[config.mk]
export PLATFORM = sky130hd
export DESIGN_NAME = pid_steering_speed_controller
export DESIGN_NICKNAME = d
export VERILOG_FILES = /design/src/rtl/pidsc_pkg.sv /design/src/rtl/pidsc_mul.sv /design/src/rtl/pidsc_div.sv /design/src/rtl/pid_steering_speed_controller.sv
export SDC_FILE = /design/constraint.sdc
export NUM_CORES = 2
export LEC_CHECK = 0
export ABC_CLOCK_PERIOD_IN_PS = 8250
export BUFFER_PORTS_ARGS = -buffer_cell sky130_fd_sc_hd__buf_4
export CAP_MARGIN = 0
export CORE_MARGIN = 2
export CORE_UTILIZATION = 37
export DETAILED_ROUTE_END_ITERATION = 10
export GPL_TIMING_DRIVEN = 1
export HOLD_SLACK_MARGIN = 0.12
export PLACE_DENSITY = 0.62
export SYNTH_ARGS = -nofsm -noshare
export SYNTH_HDL_FRONTEND = slang
export SYNTH_HIERARCHICAL = 1
export SYNTH_SLANG_ARGS = --single-unit
[constraint.sdc]
create_clock -name clk -period 8.25 [get_ports clk]
set_input_delay 1.2375 -clock clk [delete_from_list [all_inputs] [get_ports clk]]
set_output_delay 1.2375 -clock clk [all_outputs]
set_load 0.02 [all_outputs]
[src/rtl/pidsc_pkg.sv]
// ----------------------------------------------------------------------------
// pidsc_pkg
// shared constants, codes and types of the steering controller
// ----------------------------------------------------------------------------
package pidsc_pkg;

	localparam int unsigned CRUISE_FREQ = 256;
	localparam int unsigned CRUISE_AMP  = 7680;
	localparam int unsigned TIMEOUT_MS  = 500;

	localparam int unsigned MUL_A_W   = 32;
	localparam int unsigned MUL_B_W   = 16;
	localparam int unsigned PROD_W    = MUL_A_W + MUL_B_W;
	localparam int unsigned DEN_W     = 17;
	localparam int unsigned ACC_W     = 44;
	localparam int unsigned MUL_CNT_W = 5;
	localparam int unsigned DIV_CNT_W = 6;

	typedef enum logic [1:0] {
		OP_START  = 2'd0,
		OP_STOP   = 2'd1,
		OP_UPDATE = 2'd2
	} op_t;

	typedef enum logic [2:0] {
		REG_CROSS_KP   = 3'd0,
		REG_CROSS_KI   = 3'd1,
		REG_CROSS_KD   = 3'd2,
		REG_HEADING_KP = 3'd3,
		REG_CURVE_GAIN = 3'd4,
		REG_MAX_BIAS   = 3'd5,
		REG_STOP_DIST  = 3'd6,
		REG_SLOW_DIST  = 3'd7
	} reg_index_t;

	typedef struct packed {
		logic busy;
		logic done;
	} unit_status_t;

endpackage

[src/rtl/pidsc_mul.sv]
// ----------------------------------------------------------------------------
// pidsc_mul
// bit-serial shift-add multiplier, one multiplier bit per cycle
// ----------------------------------------------------------------------------
module pidsc_mul import pidsc_pkg::*; (
	input  logic                clk,
	input  logic                arst_n,
	input  logic                start,
	input  logic [MUL_A_W-1:0]  a,
	input  logic [MUL_B_W-1:0]  b,
	output logic [PROD_W-1:0]   product,
	output unit_status_t        status
);

	logic [MUL_A_W-1:0]   a_q;
	logic [PROD_W-1:0]    pr_q;
	logic [MUL_CNT_W-1:0] cnt_q;
	logic                 busy_q;
	logic                 done_q;
	logic [MUL_A_W:0]     sum_w;

	assign sum_w = {1'b0, pr_q[PROD_W-1:MUL_B_W]} + {1'b0, (pr_q[0] ? a_q : '0)};

	always_ff @(posedge clk or negedge arst_n) begin
		if (!arst_n) begin
			busy_q <= 1'b0;
			done_q <= 1'b0;
			cnt_q  <= '0;
		end else begin
			done_q <= 1'b0;
			if (start) begin
				busy_q <= 1'b1;
				cnt_q  <= MUL_CNT_W'(MUL_B_W);
			end else if (busy_q) begin
				cnt_q <= cnt_q - 1'b1;
				if (cnt_q == MUL_CNT_W'(1)) begin
					busy_q <= 1'b0;
					done_q <= 1'b1;
				end
			end
		end
	end

	always_ff @(posedge clk) begin
		if (start) begin
			a_q  <= a;
			pr_q <= {{MUL_A_W{1'b0}}, b};
		end else if (busy_q) begin
			pr_q <= {sum_w, pr_q[MUL_B_W-1:1]};
		end
	end

	assign product     = pr_q;
	assign status.busy = busy_q;
	assign status.done = done_q;

endmodule

[src/rtl/pidsc_div.sv]
// ----------------------------------------------------------------------------
// pidsc_div
// restoring radix-2 divider, one quotient bit per cycle
// ----------------------------------------------------------------------------
module pidsc_div import pidsc_pkg::*; (
	input  logic                clk,
	input  logic                arst_n,
	input  logic                start,
	input  logic [PROD_W-1:0]   num,
	input  logic [DEN_W-1:0]    den,
	output logic [PROD_W-1:0]   quotient,
	output unit_status_t        status
);

	logic [PROD_W-1:0]    dv_q;
	logic [DEN_W-1:0]     rem_q;
	logic [DEN_W-1:0]     den_q;
	logic [DIV_CNT_W-1:0] cnt_q;
	logic                 busy_q;
	logic                 done_q;
	logic [DEN_W:0]       r2_w;
	logic [DEN_W:0]       sub_w;
	logic                 ge_w;

	assign r2_w  = {rem_q, dv_q[PROD_W-1]};
	assign ge_w  = r2_w >= {1'b0, den_q};
	assign sub_w = r2_w - {1'b0, den_q};

	always_ff @(posedge clk or negedge arst_n) begin
		if (!arst_n) begin
			busy_q <= 1'b0;
			done_q <= 1'b0;
			cnt_q  <= '0;
		end else begin
			done_q <= 1'b0;
			if (start) begin
				busy_q <= 1'b1;
				cnt_q  <= DIV_CNT_W'(PROD_W);
			end else if (busy_q) begin
				cnt_q <= cnt_q - 1'b1;
				if (cnt_q == DIV_CNT_W'(1)) begin
					busy_q <= 1'b0;
					done_q <= 1'b1;
				end
			end
		end
	end

	always_ff @(posedge clk) begin
		if (start) begin
			dv_q  <= num;
			rem_q <= '0;
			den_q <= den;
		end else if (busy_q) begin
			dv_q  <= {dv_q[PROD_W-2:0], ge_w};
			rem_q <= ge_w ? sub_w[DEN_W-1:0] : r2_w[DEN_W-1:0];
		end
	end

	assign quotient    = dv_q;
	assign status.busy = busy_q;
	assign status.done = done_q;

endmodule

[src/rtl/pid_steering_speed_controller.sv]
// ----------------------------------------------------------------------------
// pid_steering_speed_controller
// session-gated pid steering with curvature feed-forward and distance scaling
// start, stop and rejected items: decided in ST_EVAL, result registered from ST_FIN
// accepted update: nine passes of the serial multiplier and four passes of the
//   serial divider, run in sequence
// one item in flight; the next item is taken once the result is registered
// asynchronous active-low reset: registers at defaults, no session active
// ----------------------------------------------------------------------------
module pid_steering_speed_controller import pidsc_pkg::*; (
	input  logic        clk,
	input  logic        arst_n,
	input  logic        in_valid,
	output logic        in_ready,
	input  logic [1:0]  operation,
	input  logic [15:0] session_tag,
	input  logic [31:0] now_ms,
	input  logic [31:0] sequence_req,
	input  logic signed [15:0] cross_track_error,
	input  logic signed [15:0] heading_error,
	input  logic signed [15:0] curvature,
	input  logic [15:0] target_distance,
	input  logic        brake_request,
	output logic        out_valid,
	input  logic        out_ready,
	output logic        accepted,
	output logic        stop_flag,
	output logic [10:0] frequency,
	output logic [13:0] amplitude,
	output logic signed [14:0] bias,
	output logic        timed_out,
	input  logic        cfg_we,
	input  logic [2:0]  cfg_index,
	input  logic [15:0] cfg_wdata
);

	typedef enum logic [5:0] {
		ST_IDLE   = 6'b000001,
		ST_EVAL   = 6'b000010,
		ST_LAUNCH = 6'b000100,
		ST_MUL    = 6'b001000,
		ST_DIV    = 6'b010000,
		ST_FIN    = 6'b100000
	} state_t;

	typedef enum logic [8:0] {
		PH_EDT = 9'b000000001,
		PH_KP  = 9'b000000010,
		PH_KI  = 9'b000000100,
		PH_KD1 = 9'b000001000,
		PH_KD2 = 9'b000010000,
		PH_HD  = 9'b000100000,
		PH_CV  = 9'b001000000,
		PH_FQ  = 9'b010000000,
		PH_AM  = 9'b100000000
	} phase_t;

	state_t state_q;
	phase_t phase_q;

	logic [15:0] kp_q, ki_q, kd_q, hkp_q, cg_q, stop_q, slow_q;
	logic [13:0] maxb_q;

	logic        sa_q, hu_q;
	logic [15:0] cur_tag_q;
	logic [31:0] last_seq_q, last_time_q;
	logic signed [15:0] integ_q, prior_q;

	logic [1:0]  op_q;
	logic [15:0] tag_q, dist_q;
	logic [31:0] now_q, seq_q;
	logic signed [15:0] e_q, head_q, curv_q;
	logic        brake_q;

	logic [8:0]       dt_q;
	logic [31:0]      tmp_q;
	logic [ACC_W-1:0] acc_q;

	logic        res_acc_q, res_stop_q, res_to_q;
	logic [10:0] res_freq_q;
	logic [13:0] res_amp_q;
	logic [14:0] res_bias_q;

	logic        out_valid_q, accepted_q, stop_flag_q, timed_out_q;
	logic [10:0] frequency_q;
	logic [13:0] amplitude_q;
	logic [14:0] bias_q;

	logic               mul_start, div_start;
	logic [MUL_A_W-1:0] mul_a;
	logic [MUL_B_W-1:0] mul_b;
	logic [PROD_W-1:0]  product, quotient, div_num;
	logic [DEN_W-1:0]   div_den;
	unit_status_t       mul_st, div_st;

	pidsc_mul u_mul (
		.clk     (clk),
		.arst_n  (arst_n),
		.start   (mul_start),
		.a       (mul_a),
		.b       (mul_b),
		.product (product),
		.status  (mul_st)
	);

	pidsc_div u_div (
		.clk      (clk),
		.arst_n   (arst_n),
		.start    (div_start),
		.num      (div_num),
		.den      (div_den),
		.quotient (quotient),
		.status   (div_st)
	);

	// operand magnitudes
	logic [15:0] e_mag, head_mag, curv_mag, integ_mag, diff_mag;
	logic signed [16:0] diff_w;
	logic [16:0] diff_abs;

	assign e_mag     = e_q[15] ? (~e_q + 16'd1) : e_q;
	assign head_mag  = head_q[15] ? (~head_q + 16'd1) : head_q;
	assign curv_mag  = curv_q[15] ? (~curv_q + 16'd1) : curv_q;
	assign integ_mag = integ_q[15] ? (~integ_q + 16'd1) : integ_q;
	assign diff_w    = {e_q[15], e_q} - {prior_q[15], prior_q};
	assign diff_abs  = diff_w[16] ? (~diff_w + 17'd1) : diff_w;
	assign diff_mag  = diff_abs[15:0];

	// distance scale
	logic        dist_ge, dist_quarter;
	logic [15:0] sc_num, sc_den;

	assign dist_ge      = dist_q >= slow_q;
	assign dist_quarter = {dist_q, 2'b00} < {2'b00, slow_q};

	always_comb begin
		if (dist_ge) begin
			sc_num = 16'd1;
			sc_den = 16'd1;
		end else if (dist_quarter) begin
			sc_num = 16'd1;
			sc_den = 16'd4;
		end else begin
			sc_num = dist_q;
			sc_den = slow_q;
		end
	end

	logic needs_div;

	always_comb begin
		mul_a     = '0;
		mul_b     = '0;
		div_num   = product;
		div_den   = DEN_W'(1);
		needs_div = 1'b0;
		case (phase_q)
			PH_EDT: begin
				mul_a     = {16'b0, e_mag};
				mul_b     = {7'b0, dt_q};
				div_num   = product + PROD_W'(500);
				div_den   = DEN_W'(1000);
				needs_div = 1'b1;
			end
			PH_KP: begin
				mul_a = {16'b0, kp_q};
				mul_b = e_mag;
			end
			PH_KI: begin
				mul_a = {16'b0, ki_q};
				mul_b = integ_mag;
			end
			PH_KD1: begin
				mul_a = {16'b0, kd_q};
				mul_b = diff_mag;
			end
			PH_KD2: begin
				mul_a     = tmp_q;
				mul_b     = MUL_B_W'(1000);
				div_num   = product + {{(PROD_W-8){1'b0}}, dt_q[8:1]};
				div_den   = {8'b0, dt_q};
				needs_div = 1'b1;
			end
			PH_HD: begin
				mul_a = {16'b0, hkp_q};
				mul_b = head_mag;
			end
			PH_CV: begin
				mul_a = {16'b0, cg_q};
				mul_b = curv_mag;
			end
			PH_FQ: begin
				mul_a     = {16'b0, sc_num};
				mul_b     = MUL_B_W'(2 * CRUISE_FREQ);
				div_num   = product + {{(PROD_W-16){1'b0}}, sc_den};
				div_den   = {sc_den, 1'b0};
				needs_div = 1'b1;
			end
			PH_AM: begin
				mul_a     = {16'b0, sc_num};
				mul_b     = MUL_B_W'(2 * CRUISE_AMP);
				div_num   = product + {{(PROD_W-16){1'b0}}, sc_den};
				div_den   = {sc_den, 1'b0};
				needs_div = 1'b1;
			end
			default: begin
				mul_a = '0;
			end
		endcase
	end

	logic wb_en;
	logic [PROD_W-1:0] wb_val;

	assign mul_start = (state_q == ST_LAUNCH);
	assign div_start = (state_q == ST_MUL) && mul_st.done && needs_div;
	assign wb_en     = ((state_q == ST_MUL) && mul_st.done && !needs_div) ||
	                   ((state_q == ST_DIV) && div_st.done);
	assign wb_val    = (state_q == ST_DIV) ? quotient : product;

	// signed accumulation of one term
	logic             term_neg;
	logic [ACC_W-1:0] term_mag, acc_next;

	always_comb begin
		term_mag = {1'b0, wb_val[ACC_W-2:0]};
		term_neg = 1'b0;
		case (phase_q)
			PH_KP:   term_neg = e_q[15];
			PH_KI:   term_neg = integ_q[15];
			PH_KD2:  term_neg = diff_w[16];
			PH_HD: begin
				term_neg = head_q[15];
				term_mag = {1'b0, wb_val[ACC_W-6:0], 4'b0};
			end
			PH_CV:   term_neg = curv_q[15];
			default: term_neg = 1'b0;
		endcase
		acc_next = acc_q + (term_neg ? (~term_mag + 1'b1) : term_mag);
	end

	// integral update
	logic [14:0]        q_edt;
	logic signed [16:0] integ_sum;
	logic signed [15:0] integ_clip;

	assign q_edt     = wb_val[14:0];
	assign integ_sum = {integ_q[15], integ_q} +
	                   (e_q[15] ? -$signed({2'b00, q_edt}) : $signed({2'b00, q_edt}));

	always_comb begin
		if (integ_sum > 17'sd8192)
			integ_clip = 16'sd8192;
		else if (integ_sum < -17'sd8192)
			integ_clip = -16'sd8192;
		else
			integ_clip = integ_sum[15:0];
	end

	// frequency and amplitude limits
	logic [10:0] freq_clip;
	logic [13:0] amp_clip;

	always_comb begin
		if (wb_val < PROD_W'(77))
			freq_clip = 11'd77;
		else if (wb_val > PROD_W'(1280))
			freq_clip = 11'd1280;
		else
			freq_clip = wb_val[10:0];
		if (wb_val < PROD_W'(1536))
			amp_clip = 14'd1536;
		else if (wb_val > PROD_W'(12800))
			amp_clip = 14'd12800;
		else
			amp_clip = wb_val[13:0];
	end

	// bias rounding and limit
	logic [ACC_W-1:0] acc_mag, acc_rnd;
	logic [31:0]      bias_mag;
	logic [13:0]      bias_clip;
	logic [14:0]      bias_w;
	logic             stop_w;

	assign acc_mag   = acc_q[ACC_W-1] ? (~acc_q + 1'b1) : acc_q;
	assign acc_rnd   = acc_mag + ACC_W'(2048);
	assign bias_mag  = acc_rnd[ACC_W-1:12];
	assign bias_clip = (bias_mag > {18'b0, maxb_q}) ? maxb_q : bias_mag[13:0];
	assign bias_w    = acc_q[ACC_W-1] ? (~{1'b0, bias_clip} + 15'd1) : {1'b0, bias_clip};
	assign stop_w    = brake_q && (dist_q <= stop_q);

	// decode of a new item
	logic [31:0] delta_w;
	logic [8:0]  dt_w;
	logic        to_w, upd_ok, start_ok;

	assign delta_w  = now_q - last_time_q;
	assign to_w     = sa_q && (delta_w >= 32'(TIMEOUT_MS));
	assign upd_ok   = sa_q && (tag_q == cur_tag_q) && !(hu_q && (seq_q <= last_seq_q));
	assign start_ok = (op_q == OP_START) && (tag_q != 16'd0);

	always_comb begin
		if (!hu_q)
			dt_w = 9'd100;
		else if (delta_w < 32'd10)
			dt_w = 9'd10;
		else if (delta_w > 32'd500)
			dt_w = 9'd500;
		else
			dt_w = delta_w[8:0];
	end

	logic out_load;

	assign out_load = (state_q == ST_FIN) && (!out_valid_q || out_ready);
	assign in_ready = (state_q == ST_IDLE);

	always_ff @(posedge clk or negedge arst_n) begin
		if (!arst_n) begin
			state_q     <= ST_IDLE;
			phase_q     <= PH_EDT;
			kp_q        <= 16'd256;
			ki_q        <= 16'd0;
			kd_q        <= 16'd0;
			hkp_q       <= 16'd256;
			cg_q        <= 16'd0;
			maxb_q      <= 14'd5120;
			stop_q      <= 16'd77;
			slow_q      <= 16'd256;
			sa_q        <= 1'b0;
			hu_q        <= 1'b0;
			cur_tag_q   <= '0;
			last_seq_q  <= '0;
			last_time_q <= '0;
			integ_q     <= '0;
			prior_q     <= '0;
			out_valid_q <= 1'b0;
		end else begin
			if (cfg_we) begin
				case (reg_index_t'(cfg_index))
					REG_CROSS_KP:   kp_q  <= cfg_wdata;
					REG_CROSS_KI:   ki_q  <= cfg_wdata;
					REG_CROSS_KD:   kd_q  <= cfg_wdata;
					REG_HEADING_KP: hkp_q <= cfg_wdata;
					REG_CURVE_GAIN: cg_q  <= cfg_wdata;
					REG_MAX_BIAS: begin
						if (cfg_wdata >= 16'd1 && cfg_wdata <= 16'd11520)
							maxb_q <= cfg_wdata[13:0];
					end
					REG_STOP_DIST: begin
						if (cfg_wdata <= 16'd65534 && slow_q > cfg_wdata)
							stop_q <= cfg_wdata;
					end
					REG_SLOW_DIST: begin
						if (cfg_wdata >= 16'd1 && cfg_wdata > stop_q)
							slow_q <= cfg_wdata;
					end
					default: kp_q <= kp_q;
				endcase
			end

			if (out_load)
				out_valid_q <= 1'b1;
			else if (out_ready)
				out_valid_q <= 1'b0;

			case (state_q)
				ST_IDLE: begin
					if (in_valid)
						state_q <= ST_EVAL;
				end
				ST_EVAL: begin
					res_acc_q  <= start_ok;
					res_stop_q <= 1'b0;
					res_freq_q <= '0;
					res_amp_q  <= '0;
					res_bias_q <= '0;
					res_to_q   <= (start_ok || op_q == OP_STOP) ? 1'b0 : to_w;
					state_q    <= (op_q == OP_UPDATE && upd_ok) ? ST_LAUNCH : ST_FIN;
					case (op_t'(op_q))
						OP_START: begin
							if (start_ok) begin
								sa_q        <= 1'b1;
								hu_q        <= 1'b0;
								cur_tag_q   <= tag_q;
								last_seq_q  <= '0;
								last_time_q <= now_q;
								integ_q     <= '0;
								prior_q     <= '0;
							end
						end
						OP_STOP: begin
							sa_q      <= 1'b0;
							cur_tag_q <= '0;
							integ_q   <= '0;
						end
						OP_UPDATE: begin
							if (upd_ok) begin
								dt_q    <= dt_w;
								acc_q   <= '0;
								phase_q <= PH_EDT;
							end
						end
						default: ;
					endcase
				end
				ST_LAUNCH: begin
					state_q <= ST_MUL;
				end
				ST_MUL: begin
					if (mul_st.done)
						state_q <= needs_div ? ST_DIV : ST_LAUNCH;
				end
				ST_DIV: begin
					if (div_st.done)
						state_q <= (phase_q == PH_AM) ? ST_FIN : ST_LAUNCH;
				end
				ST_FIN: begin
					if (out_load)
						state_q <= ST_IDLE;
				end
				default: state_q <= ST_IDLE;
			endcase

			if (wb_en) begin
				case (phase_q)
					PH_EDT: begin
						integ_q <= integ_clip;
						phase_q <= PH_KP;
					end
					PH_KP: begin
						acc_q   <= acc_next;
						phase_q <= PH_KI;
					end
					PH_KI: begin
						acc_q   <= acc_next;
						phase_q <= PH_KD1;
					end
					PH_KD1: begin
						tmp_q   <= wb_val[31:0];
						phase_q <= PH_KD2;
					end
					PH_KD2: begin
						acc_q   <= acc_next;
						phase_q <= PH_HD;
					end
					PH_HD: begin
						acc_q   <= acc_next;
						phase_q <= PH_CV;
					end
					PH_CV: begin
						acc_q   <= acc_next;
						phase_q <= PH_FQ;
					end
					PH_FQ: begin
						res_freq_q <= freq_clip;
						phase_q    <= PH_AM;
					end
					PH_AM: begin
						res_acc_q   <= 1'b1;
						res_stop_q  <= stop_w;
						res_to_q    <= 1'b0;
						res_amp_q   <= stop_w ? 14'd0 : amp_clip;
						res_bias_q  <= stop_w ? 15'd0 : bias_w;
						if (stop_w)
							res_freq_q <= '0;
						last_seq_q  <= seq_q;
						last_time_q <= now_q;
						prior_q     <= e_q;
						hu_q        <= 1'b1;
						phase_q     <= PH_EDT;
					end
					default: phase_q <= PH_EDT;
				endcase
			end
		end
	end

	always_ff @(posedge clk) begin
		if (in_valid && in_ready) begin
			op_q    <= operation;
			tag_q   <= session_tag;
			now_q   <= now_ms;
			seq_q   <= sequence_req;
			e_q     <= cross_track_error;
			head_q  <= heading_error;
			curv_q  <= curvature;
			dist_q  <= target_distance;
			brake_q <= brake_request;
		end
		if (out_load) begin
			accepted_q  <= res_acc_q;
			stop_flag_q <= res_stop_q;
			frequency_q <= res_freq_q;
			amplitude_q <= res_amp_q;
			bias_q      <= res_bias_q;
			timed_out_q <= res_to_q;
		end
	end

	assign out_valid = out_valid_q;
	assign accepted  = accepted_q;
	assign stop_flag = stop_flag_q;
	assign frequency = frequency_q;
	assign amplitude = amplitude_q;
	assign bias      = bias_q;
	assign timed_out = timed_out_q;

	a_mul_done_in_run: assert property (@(posedge clk) disable iff (!arst_n)
		mul_st.done |-> state_q == ST_MUL)
		else $error("multiplier finished outside its run state");

	a_div_done_in_run: assert property (@(posedge clk) disable iff (!arst_n)
		div_st.done |-> state_q == ST_DIV)
		else $error("divider finished outside its run state");

	a_stop_zeroes: assert property (@(posedge clk) disable iff (!arst_n)
		out_valid_q && stop_flag_q |-> frequency_q == 11'd0 && amplitude_q == 14'd0
			&& bias_q == 15'd0)
		else $error("stop result carries nonzero outputs");

	a_dist_order: assert property (@(posedge clk) disable iff (!arst_n)
		slow_q > stop_q)
		else $error("slow distance not above stop distance");

	a_integ_range: assert property (@(posedge clk) disable iff (!arst_n)
		integ_q <= 16'sd8192 && integ_q >= -16'sd8192)
		else $error("integral left its limit");

endmodule

==> results.md <==
- Vias per cell: 5.58
- Status: finished, final reports clean
- DP HPWL: approximately 110000 um
- First-pass GRT wire length: approximately 230000 um
- Crit path time final: between 7000 and 8000 ps
- CTS Buf Count: 84
- Clock sinks: approximately 750
- Antenna viol nets, final: 0
- Worst slew pin tran: approximately 1200 ps
- Hold Crit Class: reg2reg
- Drt wl/cell: between 20 and 25 um
- Leakage Power: 22.4 nW
- Total congestion overflow: 0
- Met2 wire len: between 60000 and 70000 um
- Final Setup Violations: 0
- CTS tree: done
- RSZ-0062 raised after global routing: no
- Clock Latency Late Sink: 710 ps
- Final net count: between 5000 and 6000
- Antenna violations before repair: 1
- Die width: roughly 370 um
- Final worst slack: 657 ps
- Buf+Inv Stages, Crit Path: 3
- Met1 Routed Length: about 62000 um
- Drt total wl: roughly 150000 um
- Fillers: around 13000
- DR WL met3: around 7500 um
- Max layer used: met5
- Mapped Cells: 5156
- Crit path DAT: approximately 8000 ps
- H-tree depth: 3
- Area growth from synthesis to layout: 13.4%
- Clk buf depth: 3
- Total core area: 0.131 mm^2
- DRC viols: 0
- Die area: about 0.14 mm^2
- Largest net degree at the start of global routing: around 150
- CP Max Fanout: 31
- CP most frequent cell: a21oi_1
- IO buf count: ~220
- CP endpoint kind: flip-flop
- Drt first pass iters: 8
- Syn Nets: between 5000 and 6000
- Pre-CTS setup slack: between 600 and 700 ps
- DIE HEIGHT: about 370 um
- Placer Congestion: around 0.96
- Max cap viols: 0
- Syn Area/Cell: 9.49 um^2
- Setup Fix Bufs, Post-CTS: 0
- Synth Warn #: 6
- Skew final: approximately 27 ps
- Initial core utilization: 0.373
- Slew HR: 0.198
- Vias: around 40000
- Setup TNS: 0 ps
- Final hold vios: 0
- CP max stage cell: edfxtp_1
- WS Path Type: reg2reg
- Largest stage delay, worst path: roughly 460 ps
- Worst VDD drop: ~0.21 mV
- Number of global-route vias before repair: ~39000
- Fmax: 0.132 GHz
- Initial DRC Count: between 3000 and 4000
- Layout cells sized above 1: 0.123
- Clk root buf: clkbuf_16
- CP delay by family, top: compound AO/OA/AOI/OAI gates
- Critical path required time: roughly 8700 ps
- Pwr Density: approximately 220 mW/mm^2
- I/O pin cnt: 216
- Period utilization: 0.920
- Startpoint Class: flip-flop
- Cts repair resizes: 0
- FP Rows: approximately 130
- GRT Total Usage: 0.214
- PnR Total Power: about 0.012 W
- Cts hold-fix bufs: 0
- Slew Limit Fails: 0
- Synthesized cell area: about 0.049 mm^2
- Clock transition at path regs: ~60 ps
==> through the flow <==
step,utilization,cells,hold WS [ps],cell area (um^2)
2_1_floorplan,-,5156,426,48900
3_3_place_gp,0.400,6953,435,52500
3_5_place_dp,0.400,6953,439,52500
4_1_cts,0.422,7111,452,55500
5_1_grt,0.423,7111,466,55500
6_report,0.423,7112,452,55500
==> final timing paths <==
path | slack (ps) | end | cells past startpoint | start
worst max-delay path | 660 | acc_q[42]$_DFFE_PP_ | 29 | e_q[0]$_DFFE_PP_
worst min-delay path | 450 | bias[9]$_DFFE_PP_ | 0 | res_bias_q[9]$_DFFE_PP_
worst max register to register | 660 | acc_q[42]$_DFFE_PP_ | 29 | e_q[0]$_DFFE_PP_
worst min register to register | 450 | bias[9]$_DFFE_PP_ | 0 | res_bias_q[9]$_DFFE_PP_
max in group asynchronous | 6330 | slow_q[6]$_DFFE_PN0P_ | 2 | arst_n
min in group asynchronous | 490 | last_seq_q[31]$_DFF_PN0_ | 1 | arst_n
==> layer usage <==
layer / GRT usage / vias to the layer above
li1: - / 19100
met1: 0.270 / 19100
met2: 0.353 / 1198
met3: 0.0291 / 295
met4: 0.115 / 2
met5: 0 / -
==> state kept, by name, summed over array words and instances, names as in the netlist, 17 cells and up <==
name	flops
u_div/quotient	48
u_mul/product	48
acc_q	44
last_seq_q	32
last_time_q	32
now_q	32
seq_q	32
tmp_q	32
u_mul/a_q	32
u_div/den_q	17
u_div/rem_q	17
==> placed cells by master, fill, tap and decap left out, drive strengths merged, types with 28 or more instances in the layout <==
| cell | n |
|---|---|
| o21ai | 353 |
| dfrtp | 260 |
| buf | 277 |
| nand4 | 64 |
| o21a | 44 |
| nand3 | 163 |
| or3 | 52 |
| dfxtp | 49 |
| edfxtp | 431 |
| nand2 | 634 |
| mux2i | 80 |
| nor2 | 334 |
| o31ai | 57 |
| nor4 | 56 |
| a21oi | 253 |
| and3 | 39 |
| nand2b | 70 |
| clkbuf | 93 |
| a222oi | 28 |
| a21o | 89 |
| xor2 | 134 |
| ha | 309 |
| inv | 296 |
| xnor2 | 229 |
| nor3 | 99 |
| o22ai | 43 |
| mux2 | 135 |
| clkinv | 28 |
| a211oi | 40 |
| and2 | 84 |
| nor2b | 45 |
==> power breakdown <==
group | internal [W] | switching [W]
Sequential | 0.00458 | 0.000424
Clock | 0.00235 | 0.00172
Combinational | 0.00126 | 0.00184
Total | 0.00819 | 0.00399
==> area by class of cell <==
type / instances / area, um^2 / area share
sequential: 751 / 20700 / 0.373
multi-input combinational: 3885 / 26300 / 0.475
clock buffer: 93 / 2210 / 0.0398
timing repair buffer: 277 / 2160 / 0.0390
inverter: 285 / 1070 / 0.0193
clock inverter: 65 / 778 / 0.0140
tap: 1755 / 2200 / 0.0396
antenna: 1 / 2.50 / 0.0000451
(Power assumes the default switching activity.)
